## config.mk

```make
export PLATFORM = sky130hd
export DESIGN_NAME = lru_key_value_cache
export DESIGN_NICKNAME = d
export VERILOG_FILES = /design/src/design/lkv_pkg.sv /design/src/design/lkv_cell.sv /design/src/design/lru_key_value_cache.sv
export SDC_FILE = /design/constraint.sdc
export NUM_CORES = 2
export LEC_CHECK = 0
export BUFFER_PORTS_ARGS = -buffer_cell sky130_fd_sc_hd__buf_2
export CORE_ASPECT_RATIO = 1.25
export CORE_MARGIN = 1
export CORE_UTILIZATION = 42
export CTS_CLUSTER_SIZE = 16
export DETAILED_ROUTE_END_ITERATION = 7
export GPL_TIMING_DRIVEN = 0
export SLEW_MARGIN = 10
export SYNTH_ARGS = -nofsm -noshare
export SYNTH_HDL_FRONTEND = slang
export SYNTH_SLANG_ARGS = --single-unit
```

## constraint.sdc

```tcl
create_clock -name clock -period 7.65 [get_ports clock]
set_input_delay 1.53 -clock clock [delete_from_list [all_inputs] [get_ports clock]]
set_output_delay 1.53 -clock clock [all_outputs]
set_load 0.01 [all_outputs]
```

## src/design/lkv_pkg.sv

```systemverilog
// Shared types and constants for the LRU key/value cache.
package lkv_pkg;

   localparam int ENTRIES = 16;
   localparam int RANK_W = (ENTRIES > 1) ? $clog2(ENTRIES) : 1;
   localparam int OCC_W = $clog2(ENTRIES + 1);
   localparam int CAP_W = 5;
   localparam int CMP_W = (OCC_W > CAP_W) ? OCC_W : CAP_W;
   localparam int DATA_W = 32;
   localparam int CSR_ADDR_W = 3;

   localparam logic [CAP_W-1:0] CAPACITY_RESET = 5'd16;
   localparam logic [DATA_W-1:0] MISS_VALUE = '1;

   localparam logic OP_GET = 1'b0;
   localparam logic OP_PUT = 1'b1;

   // Register index, taken from the word address bits of paddr
   localparam logic REG_CAPACITY = 1'b0;

   typedef enum logic [1:0] {
      ST_IDLE = 2'b01,
      ST_WORK = 2'b10
   } state_type;

   typedef struct packed {
      logic                     op;
      logic signed [DATA_W-1:0] key;
      logic signed [DATA_W-1:0] value;
   } req_type;

   // Decision broadcast from the controller to every cell
   typedef struct packed {
      logic              upd;
      logic              put;
      logic              hit;
      logic              evict;
      logic [RANK_W-1:0] hit_rank;
      logic [RANK_W-1:0] lru_rank;
   } ctl_type;

   // Word handed from one cell to the next along the row
   typedef struct packed {
      logic                     hit;
      logic signed [DATA_W-1:0] value;
      logic [RANK_W-1:0]        rank;
      logic                     free_seen;
   } chain_type;

   typedef struct packed {
      logic valid;
      logic match;
   } cell_stat_type;

endpackage

```

## src/design/lkv_cell.sv

```systemverilog
// One cache entry: key, value, valid mark and recency rank.
module lkv_cell (
   input  logic                  clock,
   input  logic                  reset,
   input  lkv_pkg::req_type      req,
   input  lkv_pkg::ctl_type      ctl,
   input  lkv_pkg::chain_type    chain_prev,
   output lkv_pkg::chain_type    chain_next,
   output lkv_pkg::cell_stat_type stat
);

   logic                                valid_ff, valid_in;
   logic signed [lkv_pkg::DATA_W-1:0]   key_ff, key_in;
   logic signed [lkv_pkg::DATA_W-1:0]   value_ff, value_in;
   logic [lkv_pkg::RANK_W-1:0]          rank_ff, rank_in;

   logic match;
   logic lru;
   logic take_free;
   logic target;
   logic age;

   always_comb begin
      match     = valid_ff && (key_ff == req.key);
      lru       = valid_ff && (rank_ff == ctl.lru_rank);
      take_free = !valid_ff && !chain_prev.free_seen;
      if (ctl.hit) begin
         target = match;
      end else if (ctl.evict) begin
         target = lru;
      end else begin
         target = take_free;
      end
      // on a hit only entries more recent than the hit one age
      age = valid_ff && !target && (!ctl.hit || (rank_ff < ctl.hit_rank));

      valid_in = valid_ff;
      key_in   = key_ff;
      value_in = value_ff;
      rank_in  = rank_ff;
      if (ctl.upd) begin
         if (target) begin
            rank_in = '0;
            if (ctl.put) begin
               valid_in = 1'b1;
               key_in   = req.key;
               value_in = req.value;
            end
         end else if (age) begin
            rank_in = rank_ff + 1'b1;
         end
      end

      chain_next.hit       = chain_prev.hit | match;
      chain_next.value     = chain_prev.value | (match ? value_ff : '0);
      chain_next.rank      = chain_prev.rank | (match ? rank_ff : '0);
      chain_next.free_seen = chain_prev.free_seen | !valid_ff;

      stat.valid = valid_ff;
      stat.match = match;
   end

   always_ff @(posedge clock) begin
      if (reset) begin
         valid_ff <= 1'b0;
      end else begin
         valid_ff <= valid_in;
      end
   end

   always_ff @(posedge clock) begin
      key_ff   <= key_in;
      value_ff <= value_in;
      rank_ff  <= rank_in;
   end

endmodule

```

## src/design/lru_key_value_cache.sv

```systemverilog
// Top level of the LRU key/value cache: control, CSR and the row of entry cells.
//
//  channel  | handshake              | payload
//  ---------+------------------------+----------------------------------------
//  request  | start in, busy out     | req_op, req_key, req_value
//  response | rsp_valid out (1 cyc)  | rsp_hit, rsp_read_value, rsp_evicted
//  csr      | psel/penable/pready    | paddr, pwrite, pwdata, prdata
//
// Each item is accepted at an edge into the compare state, in which every
// cell compares the key and the match/free/rank words ripple down the row;
// the update and the response register land at the next edge.
// busy is high for the compare cycle alone; start may come again right after.
// Reset clears all valid marks and occupancy at once; capacity returns to 16.
// The response strobe lasts one cycle and cannot be stalled.
module lru_key_value_cache (
   input  logic                                clock,
   input  logic                                reset,
   input  logic                                start,
   output logic                                busy,
   input  logic                                req_op,
   input  logic signed [lkv_pkg::DATA_W-1:0]   req_key,
   input  logic signed [lkv_pkg::DATA_W-1:0]   req_value,
   output logic                                rsp_valid,
   output logic                                rsp_hit,
   output logic signed [lkv_pkg::DATA_W-1:0]   rsp_read_value,
   output logic                                rsp_evicted,
   input  logic                                psel,
   input  logic                                penable,
   input  logic                                pwrite,
   input  logic [lkv_pkg::CSR_ADDR_W-1:0]      paddr,
   input  logic [31:0]                         pwdata,
   output logic [31:0]                         prdata,
   output logic                                pready
);

   lkv_pkg::state_type               state_ff, state_in;
   lkv_pkg::req_type                 req_ff;
   logic [lkv_pkg::CAP_W-1:0]        cap_ff;
   logic [lkv_pkg::OCC_W-1:0]        occ_ff, occ_in;
   logic                             rsp_valid_ff, rsp_valid_in;
   logic                             rsp_hit_ff, rsp_hit_in;
   logic signed [lkv_pkg::DATA_W-1:0] rsp_read_value_ff, rsp_read_value_in;
   logic                             rsp_evicted_ff, rsp_evicted_in;

   lkv_pkg::ctl_type                 ctl;
   lkv_pkg::chain_type               chain [0:lkv_pkg::ENTRIES];
   lkv_pkg::cell_stat_type           stat [lkv_pkg::ENTRIES];
   logic [lkv_pkg::ENTRIES-1:0]      valid_vec;
   logic [lkv_pkg::ENTRIES-1:0]      match_vec;

   logic                             accept;
   logic                             work;
   logic                             csr_write;
   logic [lkv_pkg::CMP_W-1:0]        cap_ext;
   logic [lkv_pkg::CMP_W-1:0]        eff_cap;
   logic [lkv_pkg::CMP_W-1:0]        occ_ext;
   logic [lkv_pkg::OCC_W-1:0]        occ_less;

   assign accept    = start && !busy;
   assign work      = (state_ff == lkv_pkg::ST_WORK);
   assign busy      = work;
   assign csr_write = psel && penable && pwrite && pready;
   assign pready    = 1'b1;
   assign prdata    = (paddr[2] == lkv_pkg::REG_CAPACITY) ?
                      32'(cap_ff) : 32'd0;

   assign chain[0] = '0;

   for (genvar i = 0; i < lkv_pkg::ENTRIES; i++) begin : g_cell
      lkv_cell u_cell (
         .clock      (clock),
         .reset      (reset),
         .req        (req_ff),
         .ctl        (ctl),
         .chain_prev (chain[i]),
         .chain_next (chain[i+1]),
         .stat       (stat[i])
      );
      assign valid_vec[i] = stat[i].valid;
      assign match_vec[i] = stat[i].match;
   end

   always_comb begin
      cap_ext = lkv_pkg::CMP_W'(cap_ff);
      occ_ext = lkv_pkg::CMP_W'(occ_ff);
      if (cap_ext == '0) begin
         eff_cap = lkv_pkg::CMP_W'(1);
      end else if (cap_ext > lkv_pkg::CMP_W'(lkv_pkg::ENTRIES)) begin
         eff_cap = lkv_pkg::CMP_W'(lkv_pkg::ENTRIES);
      end else begin
         eff_cap = cap_ext;
      end
      occ_less = occ_ff - 1'b1;

      ctl.put      = (req_ff.op == lkv_pkg::OP_PUT);
      ctl.hit      = chain[lkv_pkg::ENTRIES].hit;
      ctl.hit_rank = chain[lkv_pkg::ENTRIES].rank;
      // effective capacity is at least one, so a full store always holds an entry
      ctl.evict    = ctl.put && !ctl.hit && (occ_ext >= eff_cap);
      ctl.lru_rank = lkv_pkg::RANK_W'(occ_less);
      ctl.upd      = work && (ctl.put || ctl.hit);
   end

   always_comb begin
      state_in          = state_ff;
      occ_in            = occ_ff;
      rsp_valid_in      = 1'b0;
      rsp_hit_in        = rsp_hit_ff;
      rsp_read_value_in = rsp_read_value_ff;
      rsp_evicted_in    = rsp_evicted_ff;
      case (state_ff)
         lkv_pkg::ST_IDLE: begin
            if (accept) begin
               state_in = lkv_pkg::ST_WORK;
            end
         end
         lkv_pkg::ST_WORK: begin
            state_in       = lkv_pkg::ST_IDLE;
            rsp_valid_in   = 1'b1;
            rsp_hit_in     = ctl.hit;
            rsp_evicted_in = ctl.evict;
            if (ctl.put) begin
               rsp_read_value_in = '0;
            end else if (ctl.hit) begin
               rsp_read_value_in = chain[lkv_pkg::ENTRIES].value;
            end else begin
               rsp_read_value_in = lkv_pkg::MISS_VALUE;
            end
            if (ctl.put && !ctl.hit && !ctl.evict) begin
               occ_in = occ_ff + 1'b1;
            end
         end
         default: begin
            state_in = lkv_pkg::ST_IDLE;
         end
      endcase
   end

   always_ff @(posedge clock) begin
      if (reset) begin
         state_ff     <= lkv_pkg::ST_IDLE;
         occ_ff       <= '0;
         cap_ff       <= lkv_pkg::CAPACITY_RESET;
         rsp_valid_ff <= 1'b0;
      end else begin
         state_ff     <= state_in;
         occ_ff       <= occ_in;
         rsp_valid_ff <= rsp_valid_in;
         if (csr_write && (paddr[2] == lkv_pkg::REG_CAPACITY)) begin
            cap_ff <= pwdata[lkv_pkg::CAP_W-1:0];
         end
      end
   end

   // hold the request word for the compare cycle
   always_ff @(posedge clock) begin
      if (accept) begin
         req_ff.op    <= req_op;
         req_ff.key   <= req_key;
         req_ff.value <= req_value;
      end
      rsp_hit_ff        <= rsp_hit_in;
      rsp_read_value_ff <= rsp_read_value_in;
      rsp_evicted_ff    <= rsp_evicted_in;
   end

   assign rsp_valid      = rsp_valid_ff;
   assign rsp_hit        = rsp_hit_ff;
   assign rsp_read_value = rsp_read_value_ff;
   assign rsp_evicted    = rsp_evicted_ff;

   a_single_match: assert property (@(posedge clock) disable iff (reset)
      $onehot0(match_vec))
      else $error("more than one entry matches the key");

   a_occ_tracks_valid: assert property (@(posedge clock) disable iff (reset)
      $countones(valid_vec) == 32'(occ_ff))
      else $error("occupancy out of step with valid marks");

   a_occ_bound: assert property (@(posedge clock) disable iff (reset)
      occ_ff <= lkv_pkg::OCC_W'(lkv_pkg::ENTRIES))
      else $error("occupancy above entry count");

   a_rsp_after_work: assert property (@(posedge clock) disable iff (reset)
      work |=> rsp_valid_ff && !work)
      else $error("response strobe missing after compare cycle");

   a_evict_on_miss: assert property (@(posedge clock) disable iff (reset)
      (rsp_valid_ff && rsp_evicted_ff) |-> !rsp_hit_ff)
      else $error("eviction reported on a hit");

endmodule

```

==> impl_metrics.py <==
metrics = {
    "run_status": {
        "status": "completed",
    },
    "placement": {
        "routabilityCongestion": 1.02,
        "dp_cells": 5378,
        "dp_hpwl_um": 134000,
        "pre_cts_slack_ps": 1110,
        "io_buffers": 116,
    },
    "detailed_routing": {
        "finalWirelength_um": 195000,
        "drc": 0,
        "vias": 34559,
        "routed_via_density": 6.17,
        "ant_nets": 0,
        "first_iter_violations": 4510,
        "wl_per_cell_um": 34.8,
        "drt-pass1-iter-count": 5,
    },
    "clocking": {
        "cts_tree": "done",
        "postCtsSetupBuffers": 0,
        "h-tree-depth": 3,
        "path_clk_slew_ps": 70,
        "cts_resized": 0,
        "clk_latency_ps": 780,
        "clock-sinks": 1216,
        "clockBufferDepth": 3,
        "ctsHoldBuffers": 0,
        "cts-root-buf": "clkbuf_16",
        "cts_buffers": 119,
    },
    "power": {
        "power_frac_seq": 0.532,
        "power.switching_uw": 3110,
        "comb_power_share": 0.043,
        "clkPwrFrac": 0.425,
        "switching_share": 0.222,
        "leakagePower_uw": 0.0192,
        "total_power_uw": 14000,
        "intPower_uw": 10900,
        "ir_drop_mv": 0.219,
        "power_density_mw_per_mm2": 231,
    },
    "worst_hold_path": {
        "hp-class": "flip-flop to flip-flop",
    },
    "synthesis": {
        "synth_ff_type": "edfxtp_1",
        "synth-edff-count": 1187,
        "synth_area_leader_cell": "edfxtp_1",
        "synthArstFlopShare": 0,
        "ys_top_cells_by_area": "edfxtp_1 (67%), xnor2_1 (8.1%), nand4_1 (3.0%)",
        "synth_cell_types": 85,
        "synth_area_per_cell_um2": 14.8,
        "synth_top_area_frac": 0.673,
        "netlist_top_cells_count": "edfxtp_1 (1187), xnor2_1 (488), nand4_1 (258)",
        "yosysMostFrequentCell": "edfxtp_1",
        "yosysSeqAreaShare": 0.684,
        "synth_area_mm2": 0.0530,
        "ys_ff_latch": 1216,
        "postSynthCellCount": 3574,
        "yosysWarnings": 0,
    },
    "sta": {
        "min_period_over_period": 0.880,
        "skew_ps": 50.1,
        "fin_setup_tns_ps": 0,
        "fin_ws_ps": 916,
        "max_freq_mhz": 149,
        "slew_headroom": 0.0815,
        "slew_violations": 0,
        "period_needed_ps": 6730,
        "rsz0062_at_grt": "no",
        "tightest_slew_ps": 1380,
        "hold_violations": 0,
        "setup-violations-final": 0,
    },
    "finish": {
        "drive_above_1_share": 0.135,
        "nets": 4027,
        "fillCellCount": 10704,
        "fin_cells": 5600,
        "syn_to_final_growth_pct": 14.5,
    },
    "setup_path": {
        "required_ps": 8080,
        "cp_slowest_stage_delay_ps": 1170,
        "critPathSlowestCell": "edfxtp_1",
        "endpoint_kind": "flip-flop",
        "crit_path_max_fanout": 44,
        "cp_cell_sequence": "buf_4, buf_8, xor2_1, nor4_1, and3_1, and3_1, clkbuf_1, nor4_1, nand4_1, buf_2, o21ai_1, and2_4, buf_16",
        "worst-path-buf-inv": 5,
        "cp-start-kind": "flip-flop",
        "ff2ff_setup_slack_ps": 920,
        "crit_arrival_ps": 7170,
        "crit_type": "flip-flop to flip-flop",
        "path_delay_family": "simple AND/OR/NAND/NOR gates",
    },
    "global_route": {
        "antenna_found_initial": 4,
        "grt_pass1_wl_um": 262000,
        "overflow": 0,
        "grt_start_max_net_pins": 45,
        "grt_pass1_vias": 32449,
        "grt_use_total": 0.302,
    },
    "die": {
        "rows": 145,
        "die_area_mm2": 0.128,
        "die_w_um": 320,
        "fp.dieH_um": 399,
        "design.core.area_mm2": 0.125,
        "io-pin-count": 175,
        "start_util": 0.424,
    },
    "job": {
        "max_cap_violations": 0,
    },
}
[kinds of logic after synthesis]
family	count (synthesis)	synth area share
AO/OA/AOI/OAI	471	0.0673
XOR/XNOR	611	0.101
adder cells (fa/ha/maj)	50	0.0114
buffers and inverters	270	0.0333
flip-flops	1216	0.684
multiplexers	9	0.00172
other	2	0.000142
AND/OR/NAND/NOR	945	0.101
[path summary, 6_finish.rpt]
kind,start,endpoint,cells after the start
hold reg to reg,state_ff[1]$_SDFFE_PP0P_,state_ff[1]$_SDFFE_PP0P_,1
hold / removal,state_ff[1]$_SDFFE_PP0P_,state_ff[1]$_SDFFE_PP0P_,1
setup / recovery,req_ff[48]$_DFFE_PP_,g_cell[10].u_cell.value_ff[11]$_DFFE_PP_,13
setup reg to reg,req_ff[48]$_DFFE_PP_,g_cell[10].u_cell.value_ff[11]$_DFFE_PP_,13
[layout by cell type, fill, tap and decap left out, types with 53 or more instances in the layout]
master	instances
nand4_1	258
edfxtp_1	1187
nor3_1	64
a21oi_1	60
nand2_1	79
clkbuf_16	120
a22oi_1	162
a22o_1	53
buf_2	148
nor2_1	170
xnor2_1	487
xor2_1	121
nor4_1	53
inv_1	60
nand3_1	135
clkbuf_1	95
[flip-flops by register name, summed over array words and instances (netlist names)]
register                count
cap_ext                     5
occ_ext                     5
g_cell.u_cell.valid_ff     16
state_ff                    2
g_cell.u_cell.rank_ff      64
rsp_valid                   1
rsp_evicted                 1
rsp_read_value             32
g_cell.u_cell.value_ff    512
ctl                         1
req_ff                     64
g_cell.u_cell.key_ff      512
rsp_hit                     1
[power by group through the flow]
| stage | clock network (uW) | logic (uW) | registers [uW] |
|---|---|---|---|
| final | 5960 | 603 | 7460 |
| after global routing | 6240 | 617 | 7460 |
| after CTS | 6000 | 594 | 7460 |
| after detailed placement | 0 | 591 | 7600 |
| after global placement | 0 | 520 | 7640 |
| after floorplan | 0 | 325 | 7530 |
[cell type report]
cell class / instances / area, um2 / area share
inverter: 60 / 225 / 0.00371
multi-input combinational: 2114 / 15200 / 0.250
clock inverter: 73 / 781 / 0.0129
clock buffer: 145 / 3120 / 0.0514
buffer: 210 / 1540 / 0.0254
tap: 1617 / 2020 / 0.0334
timing repair buffer: 161 / 1550 / 0.0256
antenna: 4 / 10.0 / 0.000165
sequential: 1216 / 36200 / 0.597
[metrics by stage]
stage           util  cell area [um2]  hold slack [ps]
3_3_place_gp   0.445            55700              408
4_1_cts        0.485            60600              438
6_report       0.485            60700              436
5_1_grt        0.485            60700              448
2_1_floorplan      -            53100              402
3_5_place_dp   0.454            56700              422
[layer usage]
metal	GRT usage	wire, um	share of wire	vias to the layer above
met3	0.0416	15500	0.080	529
met2	0.508	93100	0.48	2032
met4	0.198	14600	0.075	2
met1	0.365	71800	0.37	17549
li1	-	-	-	14447
met5	0	8	0.000041	-
Note: power is estimated with default switching activity, not from simulation.
